==> src/design/pcd_pkg.sv <==
// shared constants, control word types and the period table of the packed track decoder
package pcd_pkg;

  localparam int ROWS         = 64;
  localparam int PERIOD_NOTES = 36;
  localparam int TABLE_LEN    = 36;
  localparam int MAX_OUT      = 64;

  localparam int ROW_W  = $clog2(ROWS + 1);
  localparam int CNT_W  = $clog2(MAX_OUT + 1);
  localparam int SKIP_W = 8;
  localparam int STEP_W = 3;

  typedef logic [STEP_W-1:0] step_t;

  // sequencer operations
  localparam logic [2:0] SEQ_NEXT     = 3'd0;
  localparam logic [2:0] SEQ_GOTO     = 3'd1;
  localparam logic [2:0] SEQ_WAIT     = 3'd2;
  localparam logic [2:0] SEQ_DISPATCH = 3'd3;
  localparam logic [2:0] SEQ_LOOP     = 3'd4;

  // datapath operations
  localparam logic [2:0] DP_NOP       = 3'd0;
  localparam logic [2:0] DP_LOAD      = 3'd1;
  localparam logic [2:0] DP_HOLD1     = 3'd2;
  localparam logic [2:0] DP_HOLD2     = 3'd3;
  localparam logic [2:0] DP_CELL      = 3'd4;
  localparam logic [2:0] DP_SKIP_INIT = 3'd5;
  localparam logic [2:0] DP_SKIP_STEP = 3'd6;

  // byte classes for the dispatch jump
  localparam logic [2:0] CLS_DONE   = 3'd0;
  localparam logic [2:0] CLS_FIRST  = 3'd1;
  localparam logic [2:0] CLS_SECOND = 3'd2;
  localparam logic [2:0] CLS_THIRD  = 3'd3;
  localparam logic [2:0] CLS_SKIP   = 3'd4;

  typedef struct packed {
    logic       accept;
    logic [2:0] seq_op;
    logic [2:0] dp_op;
    step_t      target;
  } ctrl_t;

  typedef struct packed {
    logic       stall;
    logic       skip_more;
    logic [2:0] cls;
  } stat_t;

  // standard tracker periods, note 1 first
  function automatic logic [11:0] period_lookup(input logic [5:0] note);
    logic [11:0] p;
    case (note)
      6'd1:    p = 12'd856;
      6'd2:    p = 12'd808;
      6'd3:    p = 12'd762;
      6'd4:    p = 12'd720;
      6'd5:    p = 12'd678;
      6'd6:    p = 12'd640;
      6'd7:    p = 12'd604;
      6'd8:    p = 12'd570;
      6'd9:    p = 12'd538;
      6'd10:   p = 12'd508;
      6'd11:   p = 12'd480;
      6'd12:   p = 12'd453;
      6'd13:   p = 12'd428;
      6'd14:   p = 12'd404;
      6'd15:   p = 12'd381;
      6'd16:   p = 12'd360;
      6'd17:   p = 12'd339;
      6'd18:   p = 12'd320;
      6'd19:   p = 12'd302;
      6'd20:   p = 12'd285;
      6'd21:   p = 12'd269;
      6'd22:   p = 12'd254;
      6'd23:   p = 12'd240;
      6'd24:   p = 12'd226;
      6'd25:   p = 12'd214;
      6'd26:   p = 12'd202;
      6'd27:   p = 12'd190;
      6'd28:   p = 12'd180;
      6'd29:   p = 12'd170;
      6'd30:   p = 12'd160;
      6'd31:   p = 12'd151;
      6'd32:   p = 12'd143;
      6'd33:   p = 12'd135;
      6'd34:   p = 12'd127;
      6'd35:   p = 12'd120;
      6'd36:   p = 12'd113;
      default: p = 12'd0;
    endcase
    return p;
  endfunction

endpackage

==> src/design/pcd_seq.sv <==
// microprogram sequencer: step counter, control rom and jump logic
module pcd_seq (
  input  logic            clk,
  input  logic            rst,
  input  logic            in_valid,
  input  pcd_pkg::stat_t  stat,
  output pcd_pkg::ctrl_t  ctrl
);

  localparam pcd_pkg::step_t ST_FETCH     = 3'd0;
  localparam pcd_pkg::step_t ST_DISP      = 3'd1;
  localparam pcd_pkg::step_t ST_FIRST     = 3'd2;
  localparam pcd_pkg::step_t ST_SECOND    = 3'd3;
  localparam pcd_pkg::step_t ST_CELL      = 3'd4;
  localparam pcd_pkg::step_t ST_SKIP_INIT = 3'd5;
  localparam pcd_pkg::step_t ST_SKIP_STEP = 3'd6;

  pcd_pkg::step_t step;
  pcd_pkg::step_t step_next;

  // control rom
  always_comb begin
    case (step)
      ST_FETCH:     ctrl = '{1'b1, pcd_pkg::SEQ_WAIT,     pcd_pkg::DP_LOAD,      ST_DISP};
      ST_DISP:      ctrl = '{1'b0, pcd_pkg::SEQ_DISPATCH, pcd_pkg::DP_NOP,       ST_FETCH};
      ST_FIRST:     ctrl = '{1'b0, pcd_pkg::SEQ_GOTO,     pcd_pkg::DP_HOLD1,     ST_FETCH};
      ST_SECOND:    ctrl = '{1'b0, pcd_pkg::SEQ_GOTO,     pcd_pkg::DP_HOLD2,     ST_FETCH};
      ST_CELL:      ctrl = '{1'b0, pcd_pkg::SEQ_GOTO,     pcd_pkg::DP_CELL,      ST_FETCH};
      ST_SKIP_INIT: ctrl = '{1'b0, pcd_pkg::SEQ_NEXT,     pcd_pkg::DP_SKIP_INIT, ST_FETCH};
      ST_SKIP_STEP: ctrl = '{1'b0, pcd_pkg::SEQ_LOOP,     pcd_pkg::DP_SKIP_STEP, ST_SKIP_STEP};
      default:      ctrl = '{1'b0, pcd_pkg::SEQ_GOTO,     pcd_pkg::DP_NOP,       ST_FETCH};
    endcase
  end

  always_comb begin
    step_next = step;
    if (!stat.stall) begin
      case (ctrl.seq_op)
        pcd_pkg::SEQ_NEXT: step_next = step + 3'd1;
        pcd_pkg::SEQ_GOTO: step_next = ctrl.target;
        pcd_pkg::SEQ_WAIT: begin
          if (in_valid) step_next = ctrl.target;
        end
        pcd_pkg::SEQ_DISPATCH: begin
          case (stat.cls)
            pcd_pkg::CLS_FIRST:  step_next = ST_FIRST;
            pcd_pkg::CLS_SECOND: step_next = ST_SECOND;
            pcd_pkg::CLS_THIRD:  step_next = ST_CELL;
            pcd_pkg::CLS_SKIP:   step_next = ST_SKIP_INIT;
            default:             step_next = ST_FETCH;
          endcase
        end
        pcd_pkg::SEQ_LOOP: step_next = stat.skip_more ? ctrl.target : ST_FETCH;
        default:           step_next = ST_FETCH;
      endcase
    end
  end

  always_ff @(posedge clk) begin
    if (rst) begin
      step <= ST_FETCH;
    end else begin
      step <= step_next;
    end
  end

endmodule

==> src/design/pcd_dp.sv <==
// decoder datapath: track state, cell assembly and output register
module pcd_dp (
  input  logic                 clk,
  input  logic                 rst,
  input  pcd_pkg::ctrl_t       ctrl,
  output pcd_pkg::stat_t       stat,
  input  logic                 in_valid,
  input  logic [7:0]           in_byte,
  input  logic                 in_start,
  output logic                 out_valid,
  input  logic                 out_ready,
  output logic [5:0]           out_row,
  output logic [31:0]          out_cell,
  output logic                 out_last,
  output logic                 out_bad
);

  logic [7:0]                  b_reg;
  logic [pcd_pkg::ROW_W-1:0]   row_count;
  logic [1:0]                  byte_phase;
  logic [7:0]                  held_first;
  logic [7:0]                  held_second;
  logic                        track_done;
  logic [pcd_pkg::SKIP_W-1:0]  skip_left;
  logic [pcd_pkg::CNT_W-1:0]   emit_cnt;

  logic [pcd_pkg::ROW_W:0]     row_inc;
  logic                        row_end;
  logic                        emit_req;
  logic                        fire;
  logic                        out_load;
  logic                        stall;
  logic                        skip_more;
  logic [2:0]                  cls;
  logic                        is_last;
  logic [5:0]                  note;
  logic                        note_ok;
  logic [11:0]                 period;
  logic                        bad;
  logic [3:0]                  fx;
  logic [31:0]                 cell_word;

  assign row_inc = {1'b0, row_count} + {{pcd_pkg::ROW_W{1'b0}}, 1'b1};
  assign row_end = row_inc >= (pcd_pkg::ROW_W + 1)'(pcd_pkg::ROWS);
  assign is_last = row_count == pcd_pkg::ROW_W'(pcd_pkg::ROWS - 1);

  assign emit_req = (ctrl.dp_op == pcd_pkg::DP_CELL) ||
                    ((ctrl.dp_op == pcd_pkg::DP_SKIP_STEP) &&
                     (emit_cnt < pcd_pkg::CNT_W'(pcd_pkg::MAX_OUT)));
  assign stall     = emit_req && out_valid && !out_ready;
  assign fire      = !stall;
  assign out_load  = emit_req && fire;
  assign skip_more = (skip_left > pcd_pkg::SKIP_W'(1)) && !row_end;

  always_comb begin
    if (track_done)               cls = pcd_pkg::CLS_DONE;
    else if (byte_phase == 2'd1)  cls = pcd_pkg::CLS_SECOND;
    else if (byte_phase == 2'd2)  cls = pcd_pkg::CLS_THIRD;
    else if (b_reg[7])            cls = pcd_pkg::CLS_SKIP;
    else                          cls = pcd_pkg::CLS_FIRST;
  end

  assign stat = {stall, skip_more, cls};

  // cell assembly from the held group and the current byte
  assign note    = held_second[5:0];
  assign note_ok = (note != 6'd0) && (32'(note) <= pcd_pkg::PERIOD_NOTES) &&
                   (32'(note) <= pcd_pkg::TABLE_LEN);
  assign period  = note_ok ? pcd_pkg::period_lookup(note) : 12'd0;
  assign bad     = (note != 6'd0) && !note_ok;
  assign fx      = {held_second[7:6], held_first[6:5]};
  assign cell_word = {3'b000, held_first[4], period[11:8], period[7:0],
                      held_first[3:0], fx, b_reg};

  always_ff @(posedge clk) begin
    if (rst) begin
      row_count  <= '0;
      byte_phase <= 2'd0;
      held_first <= 8'd0;
      held_second <= 8'd0;
      track_done <= 1'b0;
      out_valid  <= 1'b0;
    end else begin
      if (out_load) out_valid <= 1'b1;
      else if (out_valid && out_ready) out_valid <= 1'b0;
      case (ctrl.dp_op)
        pcd_pkg::DP_LOAD: begin
          if (in_valid) begin
            b_reg <= in_byte;
            if (in_start) begin
              row_count  <= '0;
              byte_phase <= 2'd0;
              track_done <= 1'b0;
            end
          end
        end
        pcd_pkg::DP_HOLD1: begin
          held_first <= b_reg;
          byte_phase <= 2'd1;
        end
        pcd_pkg::DP_HOLD2: begin
          held_second <= b_reg;
          byte_phase  <= 2'd2;
        end
        pcd_pkg::DP_CELL: begin
          if (fire) begin
            out_row    <= row_count[5:0];
            out_cell   <= cell_word;
            out_last   <= is_last;
            out_bad    <= bad;
            byte_phase <= 2'd0;
            if (row_end) begin
              row_count  <= '0;
              track_done <= 1'b1;
            end else begin
              row_count <= row_inc[pcd_pkg::ROW_W-1:0];
            end
          end
        end
        pcd_pkg::DP_SKIP_INIT: begin
          skip_left  <= pcd_pkg::SKIP_W'({1'b0, b_reg[6:0]}) + pcd_pkg::SKIP_W'(1);
          emit_cnt   <= '0;
          byte_phase <= 2'd0;
        end
        pcd_pkg::DP_SKIP_STEP: begin
          if (fire) begin
            if (emit_req) begin
              out_row   <= row_count[5:0];
              out_cell  <= 32'd0;
              out_last  <= is_last;
              out_bad   <= 1'b0;
              emit_cnt  <= emit_cnt + pcd_pkg::CNT_W'(1);
            end
            skip_left <= skip_left - pcd_pkg::SKIP_W'(1);
            if (row_end) begin
              row_count  <= '0;
              track_done <= 1'b1;
            end else begin
              row_count <= row_inc[pcd_pkg::ROW_W-1:0];
            end
          end
        end
        default: ;
      endcase
    end
  end

endmodule

==> src/design/packed_track_to_cell_decoder_core.sv <==
// top level of the packed track to cell decoder
//
// channel  dir  handshake           tdata                      tuser        tlast
// s_       in   s_tvalid/s_tready   data_byte                  track_start  -
// m_       out  m_tvalid/m_tready   row, cell_res              bad_note     last
//
// a first or second byte of a group passes the fetch, dispatch and hold steps, an ignored byte only fetch and dispatch
// a third byte passes the fetch, dispatch and cell steps and emits one cell
// a skip byte passes fetch, dispatch and skip init, then loops in the skip loop step over the skipped rows
// the step counter of the microprogram sets this order of steps
// reset returns the sequencer to fetch and clears row, phase and track state
// a full output register with m_tready low holds the emitting step, input waits meanwhile
module packed_track_to_cell_decoder_core (
  input  logic        clk,
  input  logic        rst,
  input  logic        s_tvalid,
  output logic        s_tready,
  input  logic [7:0]  s_tdata,   // [7:0] data_byte
  input  logic        s_tuser,   // [0] track_start
  output logic        m_tvalid,
  input  logic        m_tready,
  output logic [39:0] m_tdata,   // [5:0] row, [37:6] cell_res, [39:38] zero
  output logic        m_tuser,   // [0] bad_note
  output logic        m_tlast
);

  pcd_pkg::ctrl_t ctrl;
  pcd_pkg::stat_t stat;
  logic [5:0]     row;
  logic [31:0]    cell_res;

  // sequencer drives the control word for each step
  pcd_seq u_seq (
    .clk      (clk),
    .rst      (rst),
    .in_valid (s_tvalid),
    .stat     (stat),
    .ctrl     (ctrl)
  );

  // datapath holds track state and the output register
  pcd_dp u_dp (
    .clk       (clk),
    .rst       (rst),
    .ctrl      (ctrl),
    .stat      (stat),
    .in_valid  (s_tvalid),
    .in_byte   (s_tdata),
    .in_start  (s_tuser),
    .out_valid (m_tvalid),
    .out_ready (m_tready),
    .out_row   (row),
    .out_cell  (cell_res),
    .out_last  (m_tlast),
    .out_bad   (m_tuser)
  );

  // request taken only in the fetch step, never while in reset
  assign s_tready = ctrl.accept && !rst;
  assign m_tdata  = {2'b00, cell_res, row};

endmodule
==> config.mk <==
export PLATFORM = sky130hd
export DESIGN_NAME = packed_track_to_cell_decoder_core
export DESIGN_NICKNAME = d
export VERILOG_FILES = /design/src/design/pcd_pkg.sv /design/src/design/pcd_seq.sv /design/src/design/pcd_dp.sv /design/src/design/packed_track_to_cell_decoder_core.sv
export SDC_FILE = /design/constraint.sdc
export NUM_CORES = 1
export LEC_CHECK = 0
export BUFFER_PORTS_ARGS = -buffer_cell sky130_fd_sc_hd__buf_2
export CAP_MARGIN = 30
export CORE_ASPECT_RATIO = 0.6
export CORE_UTILIZATION = 51
export CTS_BUF_LIST = sky130_fd_sc_hd__clkbuf_8
export DETAILED_ROUTE_END_ITERATION = 6
export PLACE_DENSITY = 0.78
export SYNTH_ARGS = -nofsm -noshare
export SYNTH_HDL_FRONTEND = slang
export SYNTH_SLANG_ARGS = --single-unit
==> constraint.sdc <==
create_clock -name clk -period 13.7 [get_ports clk]
set_input_delay 2.74 -clock clk [delete_from_list [all_inputs] [get_ports clk]]
set_output_delay 2.74 -clock clk [all_outputs]
set_load 0.02 [all_outputs]
==> results.cfg <==
[route]
wl_um = 12200
route.detailed.drc = 0
drt-vias-per-instance = 5.97
drt_iter0_markers = 498
firstDrtPassIters = 6
routedWlPerCell_um = 17.9
ant_nets = 0
route.vias.total = 4072

[pwr]
p_leak_nw = 2.08
ir_drop_mv = 0.135
p_per_area_nw_per_um2 = 177

[logic_synthesis]
synth_top_family_by_area = simple AND/OR/NAND/NOR gates
yosys_register_bits = 97
synth_top_area_share = 0.338
synthArstFlopShare = 0
ys.flop_type = edfxtp_1
synth_area_leaders = edfxtp_1 34%, dfxtp_1 15%, ha_1 4.4%
synth_compound_gate_area_share = 0.161
yosysMostFrequentCell = edfxtp_1
synth_adder_area_share = 0.0438
synth_edf_count = 58
syn_area_per_cell_um2 = 10.1
synth_cell_types = 78
yosys.area_share.xor_xnor = 0.0391
syn_area_um2 = 5150
synth_cells = 508
synth.top_cells.by_count = 58 x edfxtp_1, 46 x nand2_1, 41 x nor2_1, 39 x dfxtp_1, 35 x a21oi_1
synth_warnings = 0
synth_mux_area_frac = 0.0209
synth_largest_area_cell = edfxtp_1
synth-simple-area-share = 0.194
ys_seq_area_frac = 0.490

[min_path]
whs_path_depth = 2
hold_path.class = reg -> reg

[global_route]
groute.usage.overall = 0.247
grt_pass1_vias = 3830
overflow = 0
grt_pass1_wl_um = 19900
grt_max_degree = 42
antenna_found_initial = 0

[final_layout]
nNetsFinal = 578
utilization = 0.596
antenna_cells = 0
drive_above_1_share = 0.172
syn2layout_area_growth_pct = 9.87
instances_no_fill = 682

[cts]
cts_setup_buffers = 0
cts_buffer_depth = 2
htree_levels = 3
numCtsBuffers = 9
cts_sinks = 97
cts_tree = yes
cts_root_buffer = clkbuf_8
clock_latency_ns = 0.39
cts.reportedPaths.clkPinSlew_ns = 0.09
postCtsResizedCells = 0
ctsHoldBuffers = 0

[floorplan]
ioPinCount = 57
initial_utilization = 0.542
die-width_um = 132
die_h_um = 79.8
coreArea_um2 = 9490
fp-row-count = 27
dieArea_um2 = 10500

[critical_path]
rr_startpoint = u_seq.step[0]
cp_slowest_stage_delay_ns = 0.60
crit_fanout = 41
crit_end = s_tready
path_cells = buf_2, inv_1, and3_1, buf_2
cp-startpoint = rst
end_kind = primary output
cpMaxStageDelayCell = buf_2
rrSetupSlack_ns = 10.03
critPathLaunchType = input port
ff2ff_path_depth = 13
critPathKind = in -> out
crit_path_frequent_cell = buf_2
required_ns = 10.96
worst_ep_arrival_time_ns = 4.29

[placed_design]
place_congestion = 0.921
placement.io_buffers = 49
place_inst = 666
dp_slack_ns = 6.72
dp_hpwl_um = 8790

[status]
status = finished clean

[timing]
fmax_mhz = 142
worst_pin_slew_ns = 1.01
whs_ns = 0.460
min_period_ns = 7.03
setup_viol = 0
finalCritPeriodShare = 0.513
rsz0062_at_grt = false
skew_ns = 0.0134
fin_tns_setup_ns = 0
slew_headroom = 0.321
finalHoldViolCount = 0
final_max_slew_viol_count = 0
final.setup.worst_slack_ns = 6.67

[flow_run]
drv_cap = 0
-- where the power goes --
part           leakage (nW)  internal, mW  switching, mW
Combinational          1.11         0.156          0.254
Sequential            0.861         0.352         0.0424
Clock                 0.104        0.0878          0.108
-- layout make-up --
type / instances / area [µm²]
well taps: 130 / 163
clock inverters: 7 / 82.6
fillers: 821 / 3840
repair buffers: 55 / 292
multi-input cells: 363 / 2390
inverters: 21 / 78.8
clock buffers: 9 / 124
flip-flops and latches: 97 / 2520
-- worst min path at each step --
stage | start | endpoint
final | u_dp.held_first[2] | u_dp.held_first[2]
after global routing | u_dp.held_first[2] | u_dp.held_first[2]
after CTS | u_dp.held_first[2] | u_dp.held_first[2]
after detailed placement | u_dp.held_first[2] | u_dp.held_first[2]
after global placement | u_dp.held_first[3] | u_dp.held_first[3]
after floorplan | u_dp.held_first[0] | u_dp.held_first[0]
-- metal layers --
layer,vias up,global-route usage,part of all wire
li1,1906,-,-
met1,1936,0.345,0.46
met2,208,0.372,0.43
met3,22,0.0711,0.093
met4,0,0.0686,0.016
met5,-,0,0
-- worst max-delay path, delay by kind of cell --
| kind | cells | cell delay [ns] |
|---|---|---|
| buffers and inverters | 3 | 1.20 |
| AND/OR/NAND/NOR | 1 | 0.33 |
-- placed cells by master (no fill, tap or decap), drive strengths merged, types with 8 or more instances in the layout --
| cell | instances |
|---|---|
| edfxtp | 58 |
| buf | 55 |
| nand2 | 47 |
| nor2 | 46 |
| dfxtp | 39 |
| a21oi | 37 |
| and2 | 31 |
| inv | 25 |
| o21ai | 21 |
| ha | 18 |
| xnor2 | 13 |
| xor2 | 10 |
| nor3 | 10 |
| clkbuf | 9 |
| o211ai | 9 |
| nand3 | 8 |
-- logic make-up (layout without fill, tap and decap cells) --
group,Yosys count,in the layout
buffers and inverters,54,92
AO/OA/AOI/OAI,118,118
adder cells (fa/ha/maj),18,18
XOR/XNOR,23,23
flip-flops,97,97
AND/OR/NAND/NOR,188,188
other,1,7
multiplexers,9,9
-- per-stage QoR --
| step | area (µm²) | total power, mW |
|---|---|---|
| CTS | 5660 | 0.993 |
| global route | 5660 | 1.06 |
| detailed placement | 5450 | 0.798 |
| global placement | 5430 | 0.784 |
| finish | 5660 | 1.00 |
| floorplan | 5170 | 0.703 |
(Power assumes the default switching activity.)
